==> src/hdl/assert_macros.svh <==
// Assertion macros shared by the RTL of the duty ramp block.
`ifndef ASSERT_MACROS_SVH
`define ASSERT_MACROS_SVH

// Concurrent check of a clocked property with reset disable.
`define ASSERT_CLK(label, clk, rst_n, prop, msg) \
    label: assert property (@(posedge clk) disable iff (!(rst_n)) (prop)) \
        else $error(msg);

// Implication check: the consequent must hold in the cycle after the antecedent.
`define ASSERT_NEXT(label, clk, rst_n, ante, cons, msg) \
    label: assert property (@(posedge clk) disable iff (!(rst_n)) \
        (ante) |=> (cons)) else $error(msg);

`endif

==> src/hdl/mcdr_pkg.sv <==
// Package with constants and result types of the motor command duty ramp.
package mcdr_pkg;

    localparam int MOTOR_COUNT   = 2;
    localparam int PIN_W         = 2;
    localparam int DUTY_W        = 10;
    localparam int SPEED_W       = 7;
    localparam int INTERVAL_W    = 16;
    localparam int IN_DATA_W     = 16;
    localparam int OUT_DATA_W    = 24;

    localparam logic [DUTY_W-1:0]     DUTY_FULL      = 10'd999;
    localparam logic [SPEED_W-1:0]    SPEED_FULL     = 7'd100;
    localparam logic [INTERVAL_W-1:0] INTERVAL_RESET = 16'hFCF;

    // Enable and direction mode codes
    localparam logic [1:0] MODE_CLEAR  = 2'd0;
    localparam logic [1:0] MODE_SET    = 2'd1;
    localparam logic [1:0] MODE_TOGGLE = 2'd2;
    localparam logic [1:0] MODE_KEEP   = 2'd3;

    // Operation codes carried in tuser
    localparam logic OP_COMMAND = 1'b0;
    localparam logic OP_TICK    = 1'b1;

    typedef struct packed {
        logic [SPEED_W-1:0] speed_readback;
        logic               ramp_busy;
        logic [DUTY_W-1:0]  duty_compare;
        logic [PIN_W-1:0]   direction_pins;
        logic [PIN_W-1:0]   enable_pins;
    } t_result;

    function automatic logic [PIN_W-1:0] apply_mode(
        input logic [PIN_W-1:0] bits,
        input logic [1:0]       mode,
        input logic [PIN_W-1:0] mask
    );
        logic [PIN_W-1:0] res;
        case (mode)
            MODE_CLEAR:  res = bits & ~mask;
            MODE_SET:    res = bits | mask;
            MODE_TOGGLE: res = bits ^ mask;
            default:     res = bits;
        endcase
        return res;
    endfunction

endpackage

==> src/hdl/motor_command_duty_ramp.sv <==
// Motor command decoder and shared PWM duty ramp with a skid-buffered result stream.
//
// Usage:
//   Slave stream carries one transaction per command or tick. tuser[0] is the
//   operation (0 command, 1 tick); tdata holds motor_select, enable_mode,
//   direction_mode and speed_percent. Every accepted transaction produces one
//   result transaction on the master stream with pins, duty, busy flag and
//   percent readback reflecting the state after that item.
//   Configuration: a single write port sets ramp_interval (ticks per duty
//   step); write it only while the stream is idle.
// Timing:
//   The result is registered in the output or skid register. One item is
//   accepted per clock while the skid register is empty; the state update and
//   result are formed in a single combinational pass ahead of the result register.
//   When the receiver stalls, a skid register takes one more result; the
//   slave tready drops only while that skid register is full.
// Reset:
//   Synchronous active-low reset clears enable/direction bits, duty, target
//   and tick counter, empties the output stage and sets ramp_interval to 4047.
module motor_command_duty_ramp (
    input  logic                            i_clk,
    input  logic                            i_rst_n,
    // Configuration write port (ramp_interval)
    input  logic                            i_cfg_wr_en,
    input  logic [mcdr_pkg::INTERVAL_W-1:0] i_cfg_wr_data,
    // Input stream
    input  logic                            s_axis_tvalid,
    output logic                            s_axis_tready,
    // [0] motor_select, [2:1] enable_mode, [4:3] direction_mode,
    // [11:5] speed_percent, [15:12] zero
    input  logic [mcdr_pkg::IN_DATA_W-1:0]  s_axis_tdata,
    // [0] operation
    input  logic                            s_axis_tuser,
    // Result stream
    output logic                            m_axis_tvalid,
    input  logic                            m_axis_tready,
    // [1:0] enable_pins, [3:2] direction_pins, [13:4] duty_compare,
    // [14] ramp_busy, [21:15] speed_readback, [23:22] zero
    output logic [mcdr_pkg::OUT_DATA_W-1:0] m_axis_tdata
);
    import mcdr_pkg::*;

    `include "assert_macros.svh"

    // State registers
    logic [INTERVAL_W-1:0] r_ramp_interval;
    logic [PIN_W-1:0]      r_enable, n_enable;
    logic [PIN_W-1:0]      r_direction, n_direction;
    logic [DUTY_W-1:0]     r_duty, n_duty;
    logic [DUTY_W-1:0]     r_target, n_target;
    logic [INTERVAL_W-1:0] r_tick_count, n_tick_count;

    // Output stage
    logic    r_out_valid, r_skid_valid;
    t_result r_out_data, r_skid_data;
    t_result n_result;

    logic                  w_accept;
    logic                  w_op;
    logic                  w_motor;
    logic [1:0]            w_en_mode;
    logic [1:0]            w_dir_mode;
    logic [SPEED_W-1:0]    w_speed;
    logic [PIN_W-1:0]      w_mask;
    logic [INTERVAL_W-1:0] w_limit;
    logic [DUTY_W-1:0]     w_duty_inc;
    logic [DUTY_W+8-1:0]   w_product;
    logic [SPEED_W-1:0]    w_readback;

    assign w_accept   = s_axis_tvalid && s_axis_tready;
    assign w_op       = s_axis_tuser;
    assign w_motor    = s_axis_tdata[0];
    assign w_en_mode  = s_axis_tdata[2:1];
    assign w_dir_mode = s_axis_tdata[4:3];
    assign w_speed    = s_axis_tdata[11:5];

    assign s_axis_tready = !r_skid_valid;

    // Motor mask: motors beyond the count leave the pins alone
    always_comb begin
        if (32'(w_motor) < MOTOR_COUNT) begin
            w_mask = PIN_W'(1) << w_motor;
        end else begin
            w_mask = '0;
        end
    end

    assign w_limit = (r_ramp_interval == '0) ? INTERVAL_W'(1) : r_ramp_interval;

    // Next state for one command or tick
    always_comb begin
        n_enable     = r_enable;
        n_direction  = r_direction;
        n_duty       = r_duty;
        n_target     = r_target;
        n_tick_count = r_tick_count;
        if (w_op == OP_COMMAND) begin
            n_enable    = apply_mode(r_enable, w_en_mode, w_mask);
            n_direction = apply_mode(r_direction, w_dir_mode, w_mask);
            if (w_speed == '0) begin
                n_enable = n_enable & ~w_mask;
                n_target = '0;
            end else if (w_speed == SPEED_FULL) begin
                n_target = DUTY_FULL;
            end else if (w_speed < SPEED_FULL) begin
                // speed*10-1 = speed*8 + speed*2 - 1
                n_target = (DUTY_W'(w_speed) << 3) + (DUTY_W'(w_speed) << 1) - DUTY_W'(1);
            end
        end else begin
            if (r_duty == r_target) begin
                n_tick_count = '0;
            end else if ({1'b0, r_tick_count} + 17'd1 >= {1'b0, w_limit}) begin
                n_tick_count = '0;
                if (r_duty < r_target) begin
                    n_duty = r_duty + DUTY_W'(1);
                end else begin
                    n_duty = r_duty - DUTY_W'(1);
                end
            end else begin
                n_tick_count = r_tick_count + INTERVAL_W'(1);
            end
        end
    end

    // Percent readback: (duty+1)/10 via reciprocal 205/2048, exact below 1029
    assign w_duty_inc = n_duty + DUTY_W'(1);
    assign w_product  = 18'(w_duty_inc) * 18'd205;

    always_comb begin
        if (n_duty == '0 || n_duty == DUTY_W'(1)) begin
            w_readback = '0;
        end else if (n_duty >= DUTY_FULL) begin
            w_readback = SPEED_FULL;
        end else begin
            w_readback = w_product[11+SPEED_W-1:11];
        end
    end

    always_comb begin
        n_result.enable_pins    = n_enable;
        n_result.direction_pins = n_direction;
        n_result.duty_compare   = n_duty;
        n_result.ramp_busy      = (n_duty != n_target);
        n_result.speed_readback = w_readback;
    end

    // Configuration register
    always_ff @(posedge i_clk) begin
        if (!i_rst_n) begin
            r_ramp_interval <= INTERVAL_RESET;
        end else if (i_cfg_wr_en) begin
            r_ramp_interval <= i_cfg_wr_data;
        end
    end

    // State update on each accepted transaction
    always_ff @(posedge i_clk) begin
        if (!i_rst_n) begin
            r_enable     <= '0;
            r_direction  <= '0;
            r_duty       <= '0;
            r_target     <= '0;
            r_tick_count <= '0;
        end else if (w_accept) begin
            r_enable     <= n_enable;
            r_direction  <= n_direction;
            r_duty       <= n_duty;
            r_target     <= n_target;
            r_tick_count <= n_tick_count;
        end
    end

    // Output register with skid stage
    always_ff @(posedge i_clk) begin
        if (!i_rst_n) begin
            r_out_valid  <= 1'b0;
            r_skid_valid <= 1'b0;
        end else if (!r_out_valid || m_axis_tready) begin
            if (r_skid_valid) begin
                r_out_valid  <= 1'b1;
                r_skid_valid <= 1'b0;
            end else begin
                r_out_valid  <= w_accept;
            end
        end else if (w_accept) begin
            r_skid_valid <= 1'b1;
        end
    end

    always_ff @(posedge i_clk) begin
        if (!r_out_valid || m_axis_tready) begin
            if (r_skid_valid) begin
                r_out_data <= r_skid_data;
            end else begin
                r_out_data <= n_result;
            end
        end else if (w_accept) begin
            r_skid_data <= n_result;
        end
    end

    assign m_axis_tvalid = r_out_valid;
    assign m_axis_tdata  = {{(OUT_DATA_W-$bits(t_result)){1'b0}}, r_out_data};

    // Assertions
    `ASSERT_CLK(a_skid_implies_out, i_clk, i_rst_n,
        (!r_skid_valid || r_out_valid), "skid holds data while output stage is empty")
    `ASSERT_CLK(a_duty_range, i_clk, i_rst_n,
        (!r_out_valid || r_out_data.duty_compare <= DUTY_FULL), "duty beyond full scale")
    `ASSERT_NEXT(a_idle_tick_clears, i_clk, i_rst_n,
        (w_accept && w_op == OP_TICK && r_duty == r_target),
        (r_tick_count == '0), "idle tick did not clear the tick counter")
    `ASSERT_CLK(a_duty_single_step, i_clk, i_rst_n,
        (!$past(i_rst_n) || r_duty == $past(r_duty) ||
         r_duty == $past(r_duty) + DUTY_W'(1) || r_duty + DUTY_W'(1) == $past(r_duty)),
        "duty moved by more than one step")

endmodule

==> config.mk <==
export PLATFORM = sky130hd
export DESIGN_NAME = motor_command_duty_ramp
export DESIGN_NICKNAME = d
export VERILOG_FILES = /design/src/hdl/mcdr_pkg.sv /design/src/hdl/motor_command_duty_ramp.sv
export VERILOG_INCLUDE_DIRS = /design/src /design/src/hdl
export SDC_FILE = /design/constraint.sdc
export NUM_CORES = 1
export LEC_CHECK = 0
export ABC_AREA = 1
export BUFFER_PORTS_ARGS = -buffer_cell sky130_fd_sc_hd__buf_2
export CORE_MARGIN = 5
export CORE_UTILIZATION = 55
export DETAILED_ROUTE_END_ITERATION = 6
export GPL_TIMING_DRIVEN = 0
export PLACE_DENSITY = 0.73
export SYNTH_ARGS = -nofsm -noshare
export SYNTH_HDL_FRONTEND = slang
export SYNTH_SLANG_ARGS = --single-unit
export TNS_END_PERCENT = 20
==> constraint.sdc <==
create_clock -name i_clk -period 9.7 [get_ports i_clk]
set_input_delay 1.455 -clock i_clk [delete_from_list [all_inputs] [get_ports i_clk]]
set_output_delay 1.455 -clock i_clk [all_outputs]
set_load 0.01 [all_outputs]
== Yosys cells after proc, flatten, opt, wreduce, memory -nomap -nowiden ==
Cells that the tools add are included.

* Bits of input ports: 38
* Register bits after elaboration: 102
* Word-level logic and storage cells: 83

* Equality and inequality tests: 8
* Multiply operators: 1
* Add/sub/neg operators: 7
* Bitwise operators: 10
* Multiplexer cells: 21
* Shift-type cells: 1
* Reduce and logical (&&, ||, !) cells: 13
* $lt $le $gt $ge: 4

{| class="wikitable"
|+ Operators with widths
! kind !! number
|-
| 10-bit 2-to-1 mux || 8
|-
| 16-bit 2-to-1 mux || 3
|-
| 22-bit 2-to-1 mux || 1
|-
| 10-bit by 1-bit adder with 10-bit output, second input constant || 2
|-
| 10-bit by 1-bit subtractor with 10-bit output, second input constant || 2
|-
| 10-bit by 8-bit multiplier with 18-bit output, second input constant || 1
|-
| 16-bit by 1-bit adder with 17-bit output, second input constant || 1
|-
| 17-bit by 16-bit greater-or-equal comparator with 1-bit output || 1
|-
| 16-bit by 1-bit adder with 16-bit output, second input constant || 1
|-
| 16-bit zero test || 1
|-
| 7-bit 2-to-1 mux || 2
|-
| 2-bit case mux with 3 select lines || 2
|-
| 10-bit by 8-bit adder with 10-bit output || 1
|-
| 10-bit by 1-bit equality test with 1-bit output, second input constant || 1
|-
| 10-bit equality test || 1
|-
| 10-bit greater-or-equal comparator, second input constant || 1
|-
| 10-bit zero test || 1
|-
| 10-bit < comparator || 1
|-
| 10-bit != test || 1
|-
| 2-bit 2-to-1 mux || 4
|-
| 7-bit equality test, second input constant || 1
|-
| 7-bit zero test || 1
|-
| 7-bit < comparator, second input constant || 1
|-
| 2-bit AND || 3
|-
| other kinds (14) || 23
|}

== Longest topological paths before layout ==
* Depth in word-level cells: 11
* Mapped depth: 51
* Depth with buffers taken out: 51

== Worst setup path after synthesis ==
Ideal clock, no wire load.

* Path kind: reg-to-reg
* Start point: register r_tick_count[2]
* End point: register r_skid_data[21] in the netlist's numbering, data pin
* Path buffers: 0
* Arrival time: 6,599 ps
* Setup slack: 2,846 ps
* Stages on the path, launching flop included: 43
* Library setup time: 255 ps
* Path through: dfxtp_1 > nand3_1 > nor2_1 > nand2_1 > nor2_1 > inv_1 > nor3_1 > inv_1 > nor2_1 > nand2_1 > xor2_1 > inv_1 > ha_1 > nand2_1 > inv_1 > a21oi_1 > nor3_1 > nor2_4 > (+7 left out) > nor2_4 > nand4_1 > xor2_2 > nor2_1 > nor2_1 > fa_1 > inv_1 > fa_1 > fa_1 > inv_1 > ha_1 > a21oi_1 > o21ai_0 > a221oi_1 > nand2_1 > nand2_1 > nand3_1 > and2_1

{| class="wikitable"
|+ RTL lines
! item !! line !! source
|-
| start: declaration || motor_command_duty_ramp.sv:51 || <nowiki>logic [INTERVAL_W-1:0] r_tick_count, n_tick_count;</nowiki>
|-
| start signal: assignment || motor_command_duty_ramp.sv:169 || <nowiki>r_tick_count <= n_tick_count;</nowiki>
|-
| end signal: assignment || motor_command_duty_ramp.sv:198 || <nowiki>r_skid_data <= n_result;</nowiki>
|-
| end: declaration || motor_command_duty_ramp.sv:55 || <nowiki>t_result r_out_data, r_skid_data;</nowiki>
|}

== Worst setup path after layout ==
* Start point: register r_tick_count[2]
* End point: register r_out_data (netlist bit m_axis_tdata[20]), data pin

* Word-level cells in the longest chain between the ends: 10
* Elaborated cells between the ends (all ways): 14
* Those cells by class: add/sub: 2; mul: 1; order compare: 2; eq/ne: 1; mux: 6; reduce/logical: 2

{| class="wikitable"
|+ Ends and longest elaborated chain
! item !! line !! source
|-
| 16-bit by 1-bit adder with 17-bit output (*) || motor_command_duty_ramp.sv:112 || <nowiki>end else if ({1'b0, r_tick_count} + 17'd1 >= {1'b0, w_limit}) begin</nowiki>
|-
| 17-bit by 16-bit greater-or-equal comparator with 1-bit output (*) || motor_command_duty_ramp.sv:112 ||
|-
| 10-bit 2-to-1 mux (*) || motor_command_duty_ramp.sv:112 ||
|-
| 10-bit 2-to-1 mux (*) || motor_command_duty_ramp.sv:110 || <nowiki>if (r_duty == r_target) begin</nowiki>
|-
| 10-bit 2-to-1 mux (*) || motor_command_duty_ramp.sv:97 || <nowiki>if (w_op == OP_COMMAND) begin</nowiki>
|-
| named net n_duty[1] || motor_command_duty_ramp.sv:49 || <nowiki>logic [DUTY_W-1:0] r_duty, n_duty;</nowiki>
|-
| 10-bit by 1-bit adder with 10-bit output || motor_command_duty_ramp.sv:126 || <nowiki>assign w_duty_inc = n_duty + DUTY_W'(1);</nowiki>
|-
| 10-bit by 8-bit multiplier with 18-bit output || motor_command_duty_ramp.sv:127 || <nowiki>assign w_product = 18'(w_duty_inc) * 18'd205;</nowiki>
|-
| 7-bit 2-to-1 mux || motor_command_duty_ramp.sv:132 || <nowiki>end else if (n_duty >= DUTY_FULL) begin</nowiki>
|-
| 7-bit 2-to-1 mux (*) || motor_command_duty_ramp.sv:130 || <nowiki>if (n_duty == '0 || n_duty == DUTY_W'(1)) begin</nowiki>
|-
| 22-bit 2-to-1 mux (*) || motor_command_duty_ramp.sv:192 || <nowiki>if (r_skid_valid) begin</nowiki>
|-
| end signal: assignment || motor_command_duty_ramp.sv:193 || <nowiki>r_out_data <= r_skid_data;</nowiki>
|-
| end signal: assignment || motor_command_duty_ramp.sv:195 || <nowiki>r_out_data <= n_result;</nowiki>
|-
| end: declaration || motor_command_duty_ramp.sv:55 ||
|}

The timed path passes the listed nets; every way through them passes the cells marked *.
A chain may end at the register's enable or synchronous reset.

==> run metrics <==
Max Fclk=125 MHz; initial antenna violation count=0; antenna-violating nets left=0; dominant cell type by area after synthesis=edfxtp_1; Rel. slew slack=24.8%; Via density=5.29; htree depth=3; TritonCTS clock tree=built; most common cell in the netlist=nand2_1; Yosys top cell area share=15.7%; ranking of synthesized cells by area=edfxtp_1, ha_1, dfxtp_1, nand2_1, inv_1; CP dominant cell by count=inv_1; worst-path maximum fanout=9; setup TNS=0 ns; grt ovf=0; RSZ-0062 raised after global routing=no; slack of the worst reg-to-reg path=1.69 ns; FFs w/ async S/R, synth=0%; area post-placement=8960 um2; GP Congestion=0.931; Total Power=1.35 mW; final-stage net count=1328; die area=17900 um2; status=completed; Die Ht=134 um; WL/cell=14.7 um; non-filler cells, final=1359; Synth Cell Area=8420 um2; worst reg2reg path startpoint=r_tick_count[2]; worst-skew pair later-pin latency=0.36 ns; Peak VDD IR=0.0886 mV; # setup viols final=0; Worst Hold Margin=0.486 ns; CTS max path bufs=2; crit path max-delay cell type=fa_1; postcts setup bufs=0; Worst setup endpoint=m_axis_tdata[20]; synth unique cells=52; largest net degree at the start of global routing=26; share of cells above drive strength 1=11.5%; DRC errors left=0; Setup crit end kind=flop; Cell Rows=45; Detailed Place HPWL=16.0 mm; Post-synth EDFFs=44; post_cts resized=0; TritonCTS Sinks=102; final clock skew=0.0136 ns; Max Cap Viol=0; cts bufs inserted=9; Reg clk slew, reported paths=0.07 ns; CP Data Required Time=9.81 ns; pwr/cell area=146 nW/um2; via count=7194; All-Layer GR Usage=22.6%; syn_area_per_cell=7.67 um2; Final period util=82.6%; vias in the first global route=6636; Starting DRT DRC Count=560; clk root buf=clkbuf_16; total wire length=20.0 mm; Synth-to-Final Area Change=9.80%; fin util=61.3%; drt first pass iters=6; Die Width=134 um; main flop type after synthesis=dfxtp_1; post-route cell area=9250 um2; worst r2r path cells=44; sequential fraction of the synthesis area=29.5%; max incr delay on CP=0.55 ns; min cycle time layout=8.01 ns; Post-synth top cells=nand2_1, inv_1, ha_1, a21oi_1, o21ai_0; CP arrival=8.12 ns; CP startpoint=r_tick_count[2]; Max Slew Vio Count=0; Synth Warn #=0; Cells after Synth=1098; setup ws final=1.69 ns; global-route wire length before repair=32.7 mm; Inserted Diodes=0; kind of critical path=flop to flop; FILL cells=1376; reg2reg end=m_axis_tdata[20]; Synth Register Bits=102; Worst-Margin Slew=1.13 ns; Hold Buf Count CTS=0; static leakage=4.70 nW; Final Hold Vio Count=0; pre-CTS setup slack=1.80 ns; starting density of the core=55.8%; Inst Count DP=1343; Setup crit start kind=flop; io pins=64; Min-Delay Path Class=flop to flop; port bufs=55; CORE AREA=15100 um2
logic make-up (layout without fill, tap and decap cells):
| logic type | count (synthesis) | count (layout) | share of synthesized area, % |
|---|---|---|---|
| AOI/OAI and AO/OA | 197 | 197 | 13.6 |
| xor gates and xnor gates | 37 | 37 | 4.02 |
| adders and majority gates | 124 | 124 | 20.1 |
| buffers and inverters | 217 | 289 | 9.91 |
| DFF | 102 | 102 | 29.5 |
| other | 1 | 2 | 0.0445 |
| and+or+nand+nor | 420 | 420 | 22.9 |
power by group:
part	leakage, nW	internal, mW	switching, mW
Sequential	0.924	0.488	0.0156
Clock	0.145	0.181	0.184
Combinational	3.63	0.175	0.307
Total	4.70	0.844	0.506
sequential cells by signal, indices dropped and copies added, names as in the netlist, 2 cells and up:
signal	cells
m_axis_tdata	22
r_target	10
r_skid_data	22
r_enable	2
r_ramp_interval	16
r_tick_count	16
r_duty	10
r_direction	2
cell usage in the layout (no fill, tap or decap), drive strengths merged:
master / instances
nand3: 47
a221oi: 2
o21ai: 77
and2: 5
a21boi: 1
a21o: 4
edfxtp: 44
clkinv: 4
o2111ai: 3
ha: 105
a211oi: 3
nand4: 12
o21a: 3
conb: 2
fa: 19
dfxtp: 58
o221ai: 4
nor2: 73
a21oi: 84
nor4: 6
a41oi: 1
o211ai: 6
clkbuf: 31
nand2: 254
a41o: 1
or2: 1
inv: 196
nand3b: 2
xor2: 26
nor3: 19
buf: 58
nor3b: 1
o21bai: 3
o22ai: 2
xnor2: 11
a31oi: 3
critical path: cells and delay by family, from the launching register on:
family | cells | cell delay [ns]
buffers and inverters | 9 | 0.73
adder cells (fa/ha/maj) | 6 | 2.48
AND/OR/NAND/NOR | 22 | 2.44
flip-flops | 1 | 0.42
AO/OA/AOI/OAI | 5 | 1.23
XOR/XNOR | 2 | 0.44
worst min-delay path by stage:
| stage | startpoint | endpoint | slack, ns | cells after the start |
|---|---|---|---|---|
| 4_1_cts | r_tick_count[9] | r_tick_count[9] | 0.49 | 2 |
| 3_3_place_gp | r_tick_count[9] | r_tick_count[9] | 0.47 | 2 |
| 5_1_grt | r_tick_count[9] | r_tick_count[9] | 0.51 | 2 |
| 6_report | r_tick_count[9] | r_tick_count[9] | 0.49 | 2 |
| 2_1_floorplan | r_ramp_interval[15] | r_ramp_interval[15] | 0.45 | 2 |
| 3_5_place_dp | r_tick_count[9] | r_tick_count[9] | 0.48 | 2 |
metal layers:
layer | GRT usage, % | share of wire, % | wire length, um
met5 | 0 | 0 | 0
met4 | 4.97 | 0.94 | 189
met3 | 2.72 | 5.3 | 1050
met2 | 33.7 | 43 | 8580
met1 | 34.9 | 51 | 10200
layout make-up:
type	count	area [um2]	share of cell area, %
buffer	24	97.6	1.06
clock buffer	9	225	2.43
clock inverter	7	68.8	0.744
inverter	193	737	7.97
multi-input combinational	780	5110	55.3
sequential	102	2480	26.8
tap	188	235	2.54
timing repair buffer	56	290	3.14
Power figures use the tool's default switching activity.
